`config.mk`:
```
export PLATFORM = sky130hd
export DESIGN_NAME = stpp_div
export DESIGN_NICKNAME = d
export VERILOG_FILES = /design/src/rtl/stpp_pkg.sv /design/src/rtl/stpp_div.sv
export SDC_FILE = /design/constraint.sdc
export NUM_CORES = 2
export LEC_CHECK = 0
export BUFFER_PORTS_ARGS = -buffer_cell sky130_fd_sc_hd__buf_4
export CAP_MARGIN = 40
export CORE_ASPECT_RATIO = 2
export CORE_MARGIN = 8
export CORE_UTILIZATION = 30
export CTS_BUF_LIST = sky130_fd_sc_hd__clkbuf_16
export DETAILED_ROUTE_END_ITERATION = 12
export PLACE_DENSITY_LB_ADDON = 0.3
export SETUP_SLACK_MARGIN = 0.15
export SLEW_MARGIN = 10
export SYNTH_ARGS = -nofsm -noshare
export SYNTH_HDL_FRONTEND = slang
export SYNTH_SLANG_ARGS = --single-unit
```
`constraint.sdc`:
```
create_clock -name aclk -period 4.3 [get_ports aclk]
set_clock_uncertainty 0.15 [all_clocks]
set_input_delay 0.86 -clock aclk [delete_from_list [all_inputs] [get_ports aclk]]
set_output_delay 0.86 -clock aclk [all_outputs]
set_load 0.005 [all_outputs]
```
`src/rtl/stpp_pkg.sv`:
```
// Shared widths, types and constants for the straight-track plane projector.
package stpp_pkg;

    localparam int ROOT_W       = 31;
    localparam int RAD_W        = 2 * ROOT_W;
    localparam int QUO_W        = 17;
    localparam int DVD_W        = 46;
    localparam int CORDIC_STEPS = 30;
    localparam int CX_W         = 36;
    localparam int CZ_W         = 34;

    localparam logic [31:0] PI_Q30    = 32'hC90FDAA2;
    localparam logic [14:0] ANGLE_PI  = 15'd25736;

    typedef enum logic [1:0] {
        CFG_Z_FIRST   = 2'd0,
        CFG_Z_SECOND  = 2'd1,
        CFG_Z_TIMING  = 2'd2,
        CFG_TOF_SCALE = 2'd3
    } cfg_index_t;

    typedef struct packed {
        logic signed [23:0] f_x;
        logic signed [23:0] f_y;
        logic signed [23:0] s_x;
        logic signed [23:0] s_y;
        logic signed [23:0] t_x;
        logic signed [23:0] t_y;
    } hits_t;

    typedef struct packed {
        hits_t              hits;
        logic signed [24:0] lx;
        logic signed [24:0] ly;
        logic signed [20:0] lz;
    } path_t;

    typedef struct packed {
        hits_t             hits;
        logic              zero;
        logic [ROOT_W-1:0] mag;
        logic [2:0]        neg;
    } tail_t;

    localparam logic [29:0] ATAN_TURNS [0:CORDIC_STEPS-1] = '{
        30'h20000000, 30'h12E4051E, 30'h09FB385B, 30'h051111D4, 30'h028B0D43,
        30'h0145D7E1, 30'h00A2F61E, 30'h00517C55, 30'h0028BE53, 30'h00145F2F,
        30'h000A2F98, 30'h000517CC, 30'h00028BE6, 30'h000145F3, 30'h0000A2FA,
        30'h0000517D, 30'h000028BE, 30'h0000145F, 30'h00000A30, 30'h00000518,
        30'h0000028C, 30'h00000146, 30'h000000A3, 30'h00000051, 30'h00000029,
        30'h00000014, 30'h0000000A, 30'h00000005, 30'h00000003, 30'h00000001
    };

endpackage

```
`src/rtl/stpp_div.sv`:
```
// Pipelined restoring divider, one quotient bit per stage.
module stpp_div (
    input  logic                        aclk,
    input  logic                        en,
    input  logic [stpp_pkg::DVD_W-1:0]  dvd_i,
    input  logic [stpp_pkg::ROOT_W-1:0] den_i,
    output logic [stpp_pkg::QUO_W-1:0]  quo_o
);

    localparam int N  = stpp_pkg::ROOT_W;
    localparam int QW = stpp_pkg::QUO_W;
    localparam int DW = stpp_pkg::DVD_W;

    logic [N-1:0]  rem_reg  [0:QW-1];
    logic [N-1:0]  den_reg  [0:QW-1];
    logic [QW-1:0] lo_reg   [0:QW-1];
    logic [QW-1:0] q_reg    [0:QW-1];
    logic [N-1:0]  rem_next [0:QW-1];
    logic [QW-1:0] lo_next  [0:QW-1];
    logic [QW-1:0] q_next   [0:QW-1];
    logic [N-1:0]  rem_src  [0:QW-1];
    logic [N-1:0]  den_src  [0:QW-1];
    logic [QW-1:0] lo_src   [0:QW-1];
    logic [QW-1:0] q_src    [0:QW-1];

    always_comb begin
        logic [N:0] cur;
        rem_src[0] = N'(dvd_i[DW-1:QW]);
        den_src[0] = den_i;
        lo_src[0]  = dvd_i[QW-1:0];
        q_src[0]   = '0;
        for (int k = 1; k < QW; k++) begin
            rem_src[k] = rem_reg[k-1];
            den_src[k] = den_reg[k-1];
            lo_src[k]  = lo_reg[k-1];
            q_src[k]   = q_reg[k-1];
        end
        for (int k = 0; k < QW; k++) begin
            cur = {rem_src[k], lo_src[k][QW-1]};
            if (cur >= {1'b0, den_src[k]}) begin
                rem_next[k] = N'(cur - {1'b0, den_src[k]});
                q_next[k]   = {q_src[k][QW-2:0], 1'b1};
            end else begin
                rem_next[k] = cur[N-1:0];
                q_next[k]   = {q_src[k][QW-2:0], 1'b0};
            end
            lo_next[k] = {lo_src[k][QW-2:0], 1'b0};
        end
    end

    always_ff @(posedge aclk) begin
        if (en) begin
            for (int k = 0; k < QW; k++) begin
                rem_reg[k] <= rem_next[k];
                den_reg[k] <= den_src[k];
                lo_reg[k]  <= lo_next[k];
                q_reg[k]   <= q_next[k];
            end
        end
    end

    assign quo_o = q_reg[QW-1];

endmodule

```
==> results.ini <==
[sta]
finalHoldViolCount=0
unrepaired_setup_endpoints_after_global_routing=false
final-setup-viol-count=0
timing.max_slew.rel_slack_pct=45.2
min_period_over_period_pct=92.2
timing.setup.tns_ns=0
min_period_ns=3.97
tightestPinTransition_ns=0.822
max_freq_mhz=252
final-max-slew-violation-count=0

[routing]
wl_um=166000
drt_first_iter_violations=3359
via_count=47396
routed_via_density=4.88
drt-pass1-iter-count=5
wl_per_cell_um=17.1
route.antenna.remaining_nets=0
post-route-drc-count=0

[worst_setup_path]
most_used_cell_along_the_critical_path=buf_4
timing.setup.critical_path_class=flop to flop
reg_to_reg_critical_path_endpoint=rem_reg[0][333]
r2r_start=den_reg[0][279]
critical-path-top-delay-family=compound AO/OA/AOI/OAI gates
critical_path_end_type=flop
cp.buffers_inverters=2
crit_path_max_fanout=15
timing.critical_path.arrival_ns=4.31
crit_slowest_cell=o31ai_1
r2r_setup_slack_ns=0.33
worstPathRequired_ns=4.64
critical_path.cell_chain=ha_1, fa_1, nor2b_1, o21ai_1, a21boi_1, o311ai_1, a21oi_1, nor3b_2, buf_4, a211oi_1, nor2_2, buf_4, o31ai_1
slowest_delay_ns=0.55
startpoint_type=flop
worst_reg_to_reg_path_cell_count=13

[yosys]
dominantRegCellSynth=edfxtp_1
yosys.area_share.adder_pct=9.71
asyncSetResetFlopFracSynth_pct=0
synth_top_cells_by_area=edfxtp_1 54%, ha_1 9.3%, inv_1 3.5%, a21oi_1 3.2%, nand2_1 3.0%
synth.area.mux_share_pct=2.02
synth_seq_cells=1281
synthDominantAreaCellType=edfxtp_1
synthesis.area_um2=71100
synthXorXnorAreaFrac_pct=4.93
syn_area_per_cell_um2=11.2
synth.yosys.warnings=0
postSynthNetCount=6976
top_post_synthesis_cells_by_count=1281 x edfxtp_1, 660 x inv_1, 569 x nand2_1, 526 x ha_1, 459 x a21oi_1
synth_top_family_by_area=compound AO/OA/AOI/OAI gates
compound_cell_area_share_of_the_yosys_netlist_pct=15.2
synth_top_area_share_pct=54.1
most_frequent_cell_after_synthesis=edfxtp_1
synth_enable_flop_cells=1281
post_synth_inst_count=6355
netlist-cell-type-count=89
synth.yosys.seq_area_share_pct=54.1
post_synth_and_or_nand_nor_area_fraction_pct=9.78

[layout]
nets=7180
layout.area.seq_um2=38500
post_route_cells_drive_above_1_share_pct=7.53
layout-area-overhead-vs-synth_pct=13.5
fill_cells=23584
final_design_area_no_fill_um2=80700
multi_input_combinational_cell_area_um2=29800

[global_routing]
groute.layer.met2.usage_pct=21.0
grt.total_usage_pct=12.7
wire_length_of_the_first_global_routing_pass_um=261000
grt.met3_usage_pct=1.88
first_global_vias=45775
grt_start_max_net_pins=101
overall_overflow_remaining_after_global_route=0
gr-max-usage-layer=met2
number_of_antenna_violations_at_the_first_check_in_global_routing=3
global_route.usage.met1_pct=17.4

[floorplanning]
dieHeight_um=704
die_area_um2=254000
num_io_pins=96
rows=253
floorplan.initialDensity_pct=30.1
core_region_area_um2=236000
die_x_um=360

[min_path]
whs_path_depth=1
min_from=den_i[17]
worst_hold_path_type=input port to flop
hold-path-endpoint=den_reg[0][17]

[clocking]
clk-insertion-delay-late_ns=0.80
cts_buffers=143
post_cts_hold_buffer_count=0
htree_num_levels=4
cts-root-buf=clkbuf_16
cts_buffer_depth=4
cts.reportedPaths.clkPinSlew_ns=0.06
clock_sink_count=1281
tritoncts=built

[status]
run_status=finished, final reports clean

[run]
maxCapViolations=0

[placed_design]
placed_cell_area_um2=76300
dp_hpwl_um=123000
port-buffer-count=95
place.gp.congestion=0.874

[pwr]
p_leak_nw=32.9
ir_worst_vdd_uv=411
power.density_cell_area_nw_per_um2=716

-- cell usage in the layout (no fill, tap or decap), drive strengths merged, types with 17 or more instances in the layout --
| cell | instances |
|---|---|
| a31o | 17 |
| xor2 | 185 |
| nor3 | 80 |
| or3 | 24 |
| o21a | 62 |
| nand3 | 97 |
| o21ai | 523 |
| ha | 526 |
| inv | 694 |
| and4 | 21 |
| nor2 | 301 |
| a21o | 277 |
| o21bai | 60 |
| and3 | 54 |
| o31ai | 48 |
| clkbuf | 145 |
| edfxtp | 1281 |
| buf | 193 |
| nor2b | 82 |
| or2 | 18 |
| a31oi | 53 |
| nand2 | 569 |
| a211oi | 39 |
| nand4 | 70 |
| mux2 | 115 |
| nand2b | 76 |
| o211ai | 32 |
| xnor2 | 215 |
| and2 | 24 |
| clkinv | 51 |
| o31a | 18 |
| a21oi | 460 |
| nor4 | 18 |
-- worst max path at each step --
stage / endpoint / slack [ns] / cells after the start / start
2_1_floorplan: rem_reg[0][26] / 0.87 / 12 / den_i[5]
5_1_grt: rem_reg[0][182] / 0.16 / 12 / den_reg[0][126]
3_5_place_dp: rem_reg[0][26] / 0.24 / 12 / dvd_i[21]
6_report: rem_reg[0][333] / 0.33 / 13 / den_reg[0][279]
4_1_cts: rem_reg[0][137] / 0.22 / 12 / lo_reg[0][63]
3_3_place_gp: rem_reg[0][26] / 0.24 / 12 / dvd_i[21]
-- metrics by stage --
stage	setup WS (ns)	power (mW)	util (%)	std cells	hold WS [ns]
floorplan	0.871	38.9	-	6355	0.250
detailed placement	0.243	46.0	32.3	9473	0.255
CTS	0.218	58.3	34.1	9716	0.0185
global route	0.158	62.2	34.1	9718	0.0382
finish	0.334	57.8	34.1	9719	0.0920
global placement	0.238	45.8	32.3	9472	0.251
-- layout make-up --
cell class,count,share of cell area [%]
Sequential cell,1281,47.7
Multi-Input combinational cell,4275,36.9
Tap cell,3060,4.75
Clock buffer,145,4.50
Inverter,665,3.09
Timing Repair Buffer,193,2.16
Clock inverter,98,0.952
Antenna cell,2,0.00620
-- timing repair --
item,CTS,global route
buffers inserted,0,1
setup endpoints to repair,0,30
gates resized for setup,0,3
-- routing by layer --
metal	vias up	part of all wire (%)
met5	-	0
met4	0	2.5
met3	249	4.7
met2	951	46
met1	22543	47
li1	23653	-
-- cells by family after synthesis --
| family | Yosys count |
|---|---|
| flops | 1281 |
| xor+xnor | 400 |
| fa+ha+maj | 542 |
| buf+inv | 799 |
| simple gates | 1472 |
| compound gates | 1732 |
| mux | 129 |
-- where the power goes --
| group | internal, mW | total, mW | switching, mW |
|---|---|---|---|
| Combinational | 11.1 | 25.6 | 14.5 |
| Sequential | 18.3 | 20.3 | 1.97 |
| Clock | 6.83 | 11.9 | 5.05 |
No activity file was read; power rests on OpenSTA's default activity.
