===== src/rtl/stpp_pkg.sv =====
// Shared widths, types and constants for the straight-track plane projector.
package stpp_pkg;

    localparam int ROOT_W       = 31;
    localparam int RAD_W        = 2 * ROOT_W;
    localparam int QUO_W        = 17;
    localparam int DVD_W        = 46;
    localparam int CORDIC_STEPS = 30;
    localparam int CX_W         = 36;
    localparam int CZ_W         = 34;

    localparam logic [31:0] PI_Q30    = 32'hC90FDAA2;
    localparam logic [14:0] ANGLE_PI  = 15'd25736;

    typedef enum logic [1:0] {
        CFG_Z_FIRST   = 2'd0,
        CFG_Z_SECOND  = 2'd1,
        CFG_Z_TIMING  = 2'd2,
        CFG_TOF_SCALE = 2'd3
    } cfg_index_t;

    typedef struct packed {
        logic signed [23:0] f_x;
        logic signed [23:0] f_y;
        logic signed [23:0] s_x;
        logic signed [23:0] s_y;
        logic signed [23:0] t_x;
        logic signed [23:0] t_y;
    } hits_t;

    typedef struct packed {
        hits_t              hits;
        logic signed [24:0] lx;
        logic signed [24:0] ly;
        logic signed [20:0] lz;
    } path_t;

    typedef struct packed {
        hits_t             hits;
        logic              zero;
        logic [ROOT_W-1:0] mag;
        logic [2:0]        neg;
    } tail_t;

    localparam logic [29:0] ATAN_TURNS [0:CORDIC_STEPS-1] = '{
        30'h20000000, 30'h12E4051E, 30'h09FB385B, 30'h051111D4, 30'h028B0D43,
        30'h0145D7E1, 30'h00A2F61E, 30'h00517C55, 30'h0028BE53, 30'h00145F2F,
        30'h000A2F98, 30'h000517CC, 30'h00028BE6, 30'h000145F3, 30'h0000A2FA,
        30'h0000517D, 30'h000028BE, 30'h0000145F, 30'h00000A30, 30'h00000518,
        30'h0000028C, 30'h00000146, 30'h000000A3, 30'h00000051, 30'h00000029,
        30'h00000014, 30'h0000000A, 30'h00000005, 30'h00000003, 30'h00000001
    };

endpackage


===== src/rtl/stpp_isqrt.sv =====
// Pipelined integer square root, one root bit per stage.
module stpp_isqrt (
    input  logic                        aclk,
    input  logic                        en,
    input  logic [stpp_pkg::RAD_W-1:0]  rad_i,
    output logic [stpp_pkg::ROOT_W-1:0] root_o
);

    localparam int N     = stpp_pkg::ROOT_W;
    localparam int RW    = stpp_pkg::RAD_W;
    localparam int REM_W = N + 2;

    logic [REM_W-1:0] rem_reg   [0:N-1];
    logic [N-1:0]     root_reg  [0:N-1];
    logic [RW-1:0]    rad_reg   [0:N-1];
    logic [REM_W-1:0] rem_next  [0:N-1];
    logic [N-1:0]     root_next [0:N-1];
    logic [RW-1:0]    rad_next  [0:N-1];
    logic [REM_W-1:0] rem_src   [0:N-1];
    logic [N-1:0]     root_src  [0:N-1];
    logic [RW-1:0]    rad_src   [0:N-1];

    always_comb begin
        logic [REM_W-1:0] cur;
        logic [REM_W-1:0] trial;
        rem_src[0]  = '0;
        root_src[0] = '0;
        rad_src[0]  = rad_i;
        for (int k = 1; k < N; k++) begin
            rem_src[k]  = rem_reg[k-1];
            root_src[k] = root_reg[k-1];
            rad_src[k]  = rad_reg[k-1];
        end
        for (int k = 0; k < N; k++) begin
            cur   = {rem_src[k][N-1:0], rad_src[k][RW-1 -: 2]};
            trial = {root_src[k], 2'b01};
            if (cur >= trial) begin
                rem_next[k]  = cur - trial;
                root_next[k] = {root_src[k][N-2:0], 1'b1};
            end else begin
                rem_next[k]  = cur;
                root_next[k] = {root_src[k][N-2:0], 1'b0};
            end
            rad_next[k] = {rad_src[k][RW-3:0], 2'b00};
        end
    end

    always_ff @(posedge aclk) begin
        if (en) begin
            for (int k = 0; k < N; k++) begin
                rem_reg[k]  <= rem_next[k];
                root_reg[k] <= root_next[k];
                rad_reg[k]  <= rad_next[k];
            end
        end
    end

    assign root_o = root_reg[N-1];

endmodule


===== config.mk =====
export PLATFORM = sky130hd
export DESIGN_NAME = stpp_isqrt
export DESIGN_NICKNAME = d
export VERILOG_FILES = /design/src/rtl/stpp_pkg.sv /design/src/rtl/stpp_isqrt.sv
export SDC_FILE = /design/constraint.sdc
export NUM_CORES = 2
export LEC_CHECK = 0
export BUFFER_PORTS_ARGS = -buffer_cell sky130_fd_sc_hd__clkbuf_2
export CAP_MARGIN = 20
export CORE_MARGIN = 2
export CORE_UTILIZATION = 50
export DETAILED_ROUTE_END_ITERATION = 10
export GPL_TIMING_DRIVEN = 1
export HOLD_SLACK_MARGIN = 0.06
export PLACE_DENSITY = 0.68
export SYNTH_ARGS = -nofsm -noshare
export SYNTH_HDL_FRONTEND = slang
export SYNTH_SLANG_ARGS = --single-unit

===== constraint.sdc =====
create_clock -name aclk -period 3.5 [get_ports aclk]
set_input_delay 0.175 -clock aclk [delete_from_list [all_inputs] [get_ports aclk]]
set_output_delay 0.175 -clock aclk [all_outputs]
set_load 0.05 [all_outputs]

==> Flow_metrics.wiki <==
{| class="wikitable"
! Metric !! Value
|-
| Run status || finished, violations left
|-
| Violated checks || negative setup slack
|-
| Maximum level of the CTS H-tree || 4
|-
| Via count || 63.7k
|-
| Number of cells on the worst reg-to-reg path || 10
|-
| Setup violators final || 9
|-
| Crit start category || register
|-
| Final worst setup slack || -37.6 ps
|-
| Avg WL per Cell || between 15 and 20 um
|-
| Via count of the first global-routing pass || ~63k
|-
| Post-Route Setup TNS || -189 ps
|-
| Worst hold path cell count || 3
|-
| Mean number of vias per cell || about 5.4
|-
| Initial antenna violation count || 1
|-
| Primary FF master, synth || edfxtp_1
|-
| Multiplexer area fraction after synthesis || 0.0143
|-
| Count of distinct cell types in the synthesized netlist || 85
|-
| Count of yosys warnings during synthesis || 0
|-
| Class of the most critical hold timing path || primary input to register
|-
| Sequential-to-total area share from yosys stat || 0.650
|-
| Count of filler cells inserted in the layout || about 17k
|-
| Post-synth design cell area || between 100000 and 150000 um2
|-
| CTS tree || done
|-
| Critical Path Sink Type || register
|-
| Final HPWL DP || ~150000 um
|-
| Slowest library cell on the worst path || or4_4
|-
| Period minus WS final || approximately 3500 ps
|-
| Max reg flops || 930
|-
| Cell mode on critical path || or4_4
|-
| Count of buffers inserted at the top-level ports || 94
|-
| Number of buffer and inverter stages on the critical path || 0
|-
| Net count, final || ~9.2k
|-
| Cell Count, Final, Fillers Out || about 12k
|-
| Clock insertion delay at the later pin of the skew report || 870 ps
|-
| DR DRC count || 0
|-
| Routability congestion estimate || roughly 0.90
|-
| Start point of the worst min-delay path || rad_i[61]
|-
| Upper clock frequency limit || around 0.28 GHz
|-
| Die boundary width || about 470 um
|-
| Syn Nets || 8693
|-
| Initial cell density of the core || 0.503
|-
| Share of synthesized registers carrying an async set or reset || 0
|-
| Gate count after technology mapping || roughly 8k
|-
| Y dimension of the die || 466 um
|-
| CP delay by family, top || simple AND/OR/NAND/NOR gates
|-
| Total power consumption of the routed design || 0.0808 W
|-
| Slew at the pin with the worst max-slew slack || 842 ps
|-
| Cell Rows || around 170
|-
| Pin count of the biggest net entering global routing || approximately 170
|-
| Post-placement cell count || around 11k
|-
| Headroom to the max-slew limit || 0.438
|-
| Initial DRT Pass Iterations || 6
|-
| Storage cell area || roughly 69000 um2
|-
| Clock buffer count from CTS || around 240
|-
| Worst Path Class, Setup || register to register
|-
| Flop and latch count out of synthesis || about 2.3k
|-
| Final period util || 1.01
|-
| Max Cap Viol || 0
|-
| Critical R2R Capture || rem_reg[0][255]
|-
| Synthesized-area fraction occupied by ao, oa, aoi and oai cells || 0.0928
|-
| Layout overhead on the synthesized area || 14.5%
|-
| First-pass GRT wire length || around 330000 um
|-
| Unrepaired setup endpoints after global routing || yes
|-
| Number of hold violations in the final report || 0
|-
| CP peak stage delay || 550 ps
|-
| Syn Area/Cell || 13.2 um2
|-
| GRT Residual Overflow || 0
|-
| Die area || roughly 220000 um2
|-
| Number of enable-type register cells in the synthesized netlist || roughly 2.3k
|-
| Worst hold slack across all endpoints || approximately 160 ps
|-
| Worst clock skew || 58.5 ps
|-
| Share of post-route cells with drive strength above 1 || 0.107
|-
| Crit path arrival time || 4150 ps
|-
| Top Ports || 95
|-
| Peak supply drop || between 0.0005 and 0.0006 V
|-
| Final Slew Violations || 0
|-
| Violation count after the first detailed-routing iteration || a little under 5k
|-
| Origin of the critical flop-to-flop path || rem_reg[0][210]
|-
| Maximum buffer depth of the clock tree || 3
|-
| Total power density per cell area || between 600 and 700 nW/um2
|-
| Remaining number of nets flagged by the antenna check after routing || 0
|-
| GRT Overall Usage || 0.191
|-
| Leakage || roughly 47 nW
|-
| Total length of routed wires || ~210000 um
|-
| Clock sink total || 2313
|-
| Combinational family with the most area after synthesis || simple AND/OR/NAND/NOR gates
|-
| Worst Hold End || rem_reg[0][1]
|-
| Required time of the worst setup path || ~4100 ps
|-
| Maximum fanout along the worst path || 4
|-
| Simple-Gate Fraction of Synth Area || 0.0931
|-
| Clock Pin Slew Worst Setup and Hold Paths || around 60 ps
|-
| Adder and majority gate portion of the synthesized area || 0.0619
|-
| Register-to-register setup slack || -40 ps
|-
| Multi-input gate area in the final layout || about 35000 um2
|-
| Core area || about 210000 um2
|-
| Chain of cells forming the critical path || or4_4 > or4_4 > or3_4 > or4_4 > nor4_4 > and3_4 > nand4b_1 > nor3b_4 > nor4b_4 > xor2_1
|-
| CTS Root Cell || clkbuf_16
|-
| Synth Area in XOR/XNOR || 0.0591
|}
[through the flow]
step | worst slack [ps] | utilization | cell area (um2)
floorplan | -111 | - | 107000
global placement | -121 | 0.529 | 112000
detailed placement | -154 | 0.529 | 112000
CTS | -36.4 | 0.574 | 122000
global route | -196 | 0.576 | 122000
finish | -37.6 | 0.576 | 122000
[repair_timing]
action,CTS,global route
pin swaps,4,8
gates cloned,0,1
hold buffers,126,0
endpoints found under the setup margin,71,247
endpoints found under the hold margin,210,0
gates resized for setup,18,82
buffers inserted,1,12
[kinds of logic after synthesis]
| group | Yosys count |
|---|---|
| flip-flops | 2313 |
| AND/OR/NAND/NOR | 2000 |
| AO/OA/AOI/OAI | 1597 |
| buffers and inverters | 804 |
| XOR/XNOR | 721 |
| adder cells (fa/ha/maj) | 528 |
| multiplexers | 137 |
| other | 1 |
[metal layers]
layer / vias up / track usage / wire (um)
met1: 30700 / 0.248 / 91400
met4: 0 / 0.0608 / 6120
li1: 31100 / - / -
met2: 1362 / 0.330 / 105000
met3: 416 / 0.0267 / 8280
met5: - / 0 / 0
[report_power, final]
group	switching [W]	internal [W]
clock	0.0108	0.0150
sequential	0.00229	0.0352
combinational	0.00979	0.00776
[layout make-up]
type | instances | share of cell area
inverters | 669 | 0.0205
well taps | 2821 | 0.0289
flip-flops and latches | 2313 | 0.568
clock inverters | 167 | 0.0165
diodes | 2 | 0.0000409
clock buffers | 279 | 0.0498
repair buffers | 446 | 0.0315
multi-input cells | 4984 | 0.285
[worst max path at each step]
stage | startpoint | end | cells after the start
6_report | rem_reg[0][210] | rem_reg[0][255] | 10
3_3_place_gp | rem_reg[0][210] | rem_reg[0][255] | 10
5_1_grt | rem_reg[0][210] | rem_reg[0][255] | 10
3_5_place_dp | rem_reg[0][381] | rem_reg[0][421] | 12
4_1_cts | rem_reg[0][210] | rem_reg[0][255] | 10
2_1_floorplan | rem_reg[0][208] | rem_reg[0][255] | 11
[cells in the mapped netlist, drive strengths merged, types with 38 or more instances]
cell,instances,area share
o21a,100,0.0070
nor4,100,0.0060
inv,668,0.023
or4,51,0.0037
nand3,123,0.0058
a21o,214,0.015
a31oi,48,0.0028
o31ai,46,0.0032
xor2,345,0.028
nor2,485,0.017
xnor2,376,0.031
clkbuf,119,0.0042
or3,93,0.0055
nand2,497,0.017
nand4,74,0.0043
a21oi,529,0.025
nand2b,108,0.0063
nor3,198,0.0093
ha,528,0.062
edfxtp,2313,0.65
mux2,127,0.013
o21ai,376,0.018
nor2b,75,0.0044
a211oi,38,0.0027
[tightest hold or removal path: stages]
cell           delay [ps]
dlygate4sd3_1         530
clkbuf_2              120
and2_1                110
[layout by cell type (no fill, tap or decap), types with 41 or more instances in the layout]
master	Yosys	final
or4_1	49	46
nor2_1	485	482
buf_4	0	191
or3_1	92	88
xnor2_1	376	373
o21ai_0	375	359
dlygate4sd3_1	0	126
mux2_2	127	127
xor2_1	345	345
nor4_1	99	91
edfxtp_1	2313	2313
clkbuf_16	0	238
nand4_1	74	74
o31ai_1	46	43
clkbuf_2	0	93
nand2_1	497	492
a21o_1	214	214
nor3_1	198	192
clkbuf_1	119	42
nor2b_1	75	75
clkinv_2	0	52
nand2b_1	108	106
a21oi_1	529	523
ha_1	528	527
inv_1	666	666
nand3_1	123	122
a31oi_1	48	41
clkinv_1	1	42
o21a_1	100	99
Note: power is estimated with default switching activity, not from simulation.
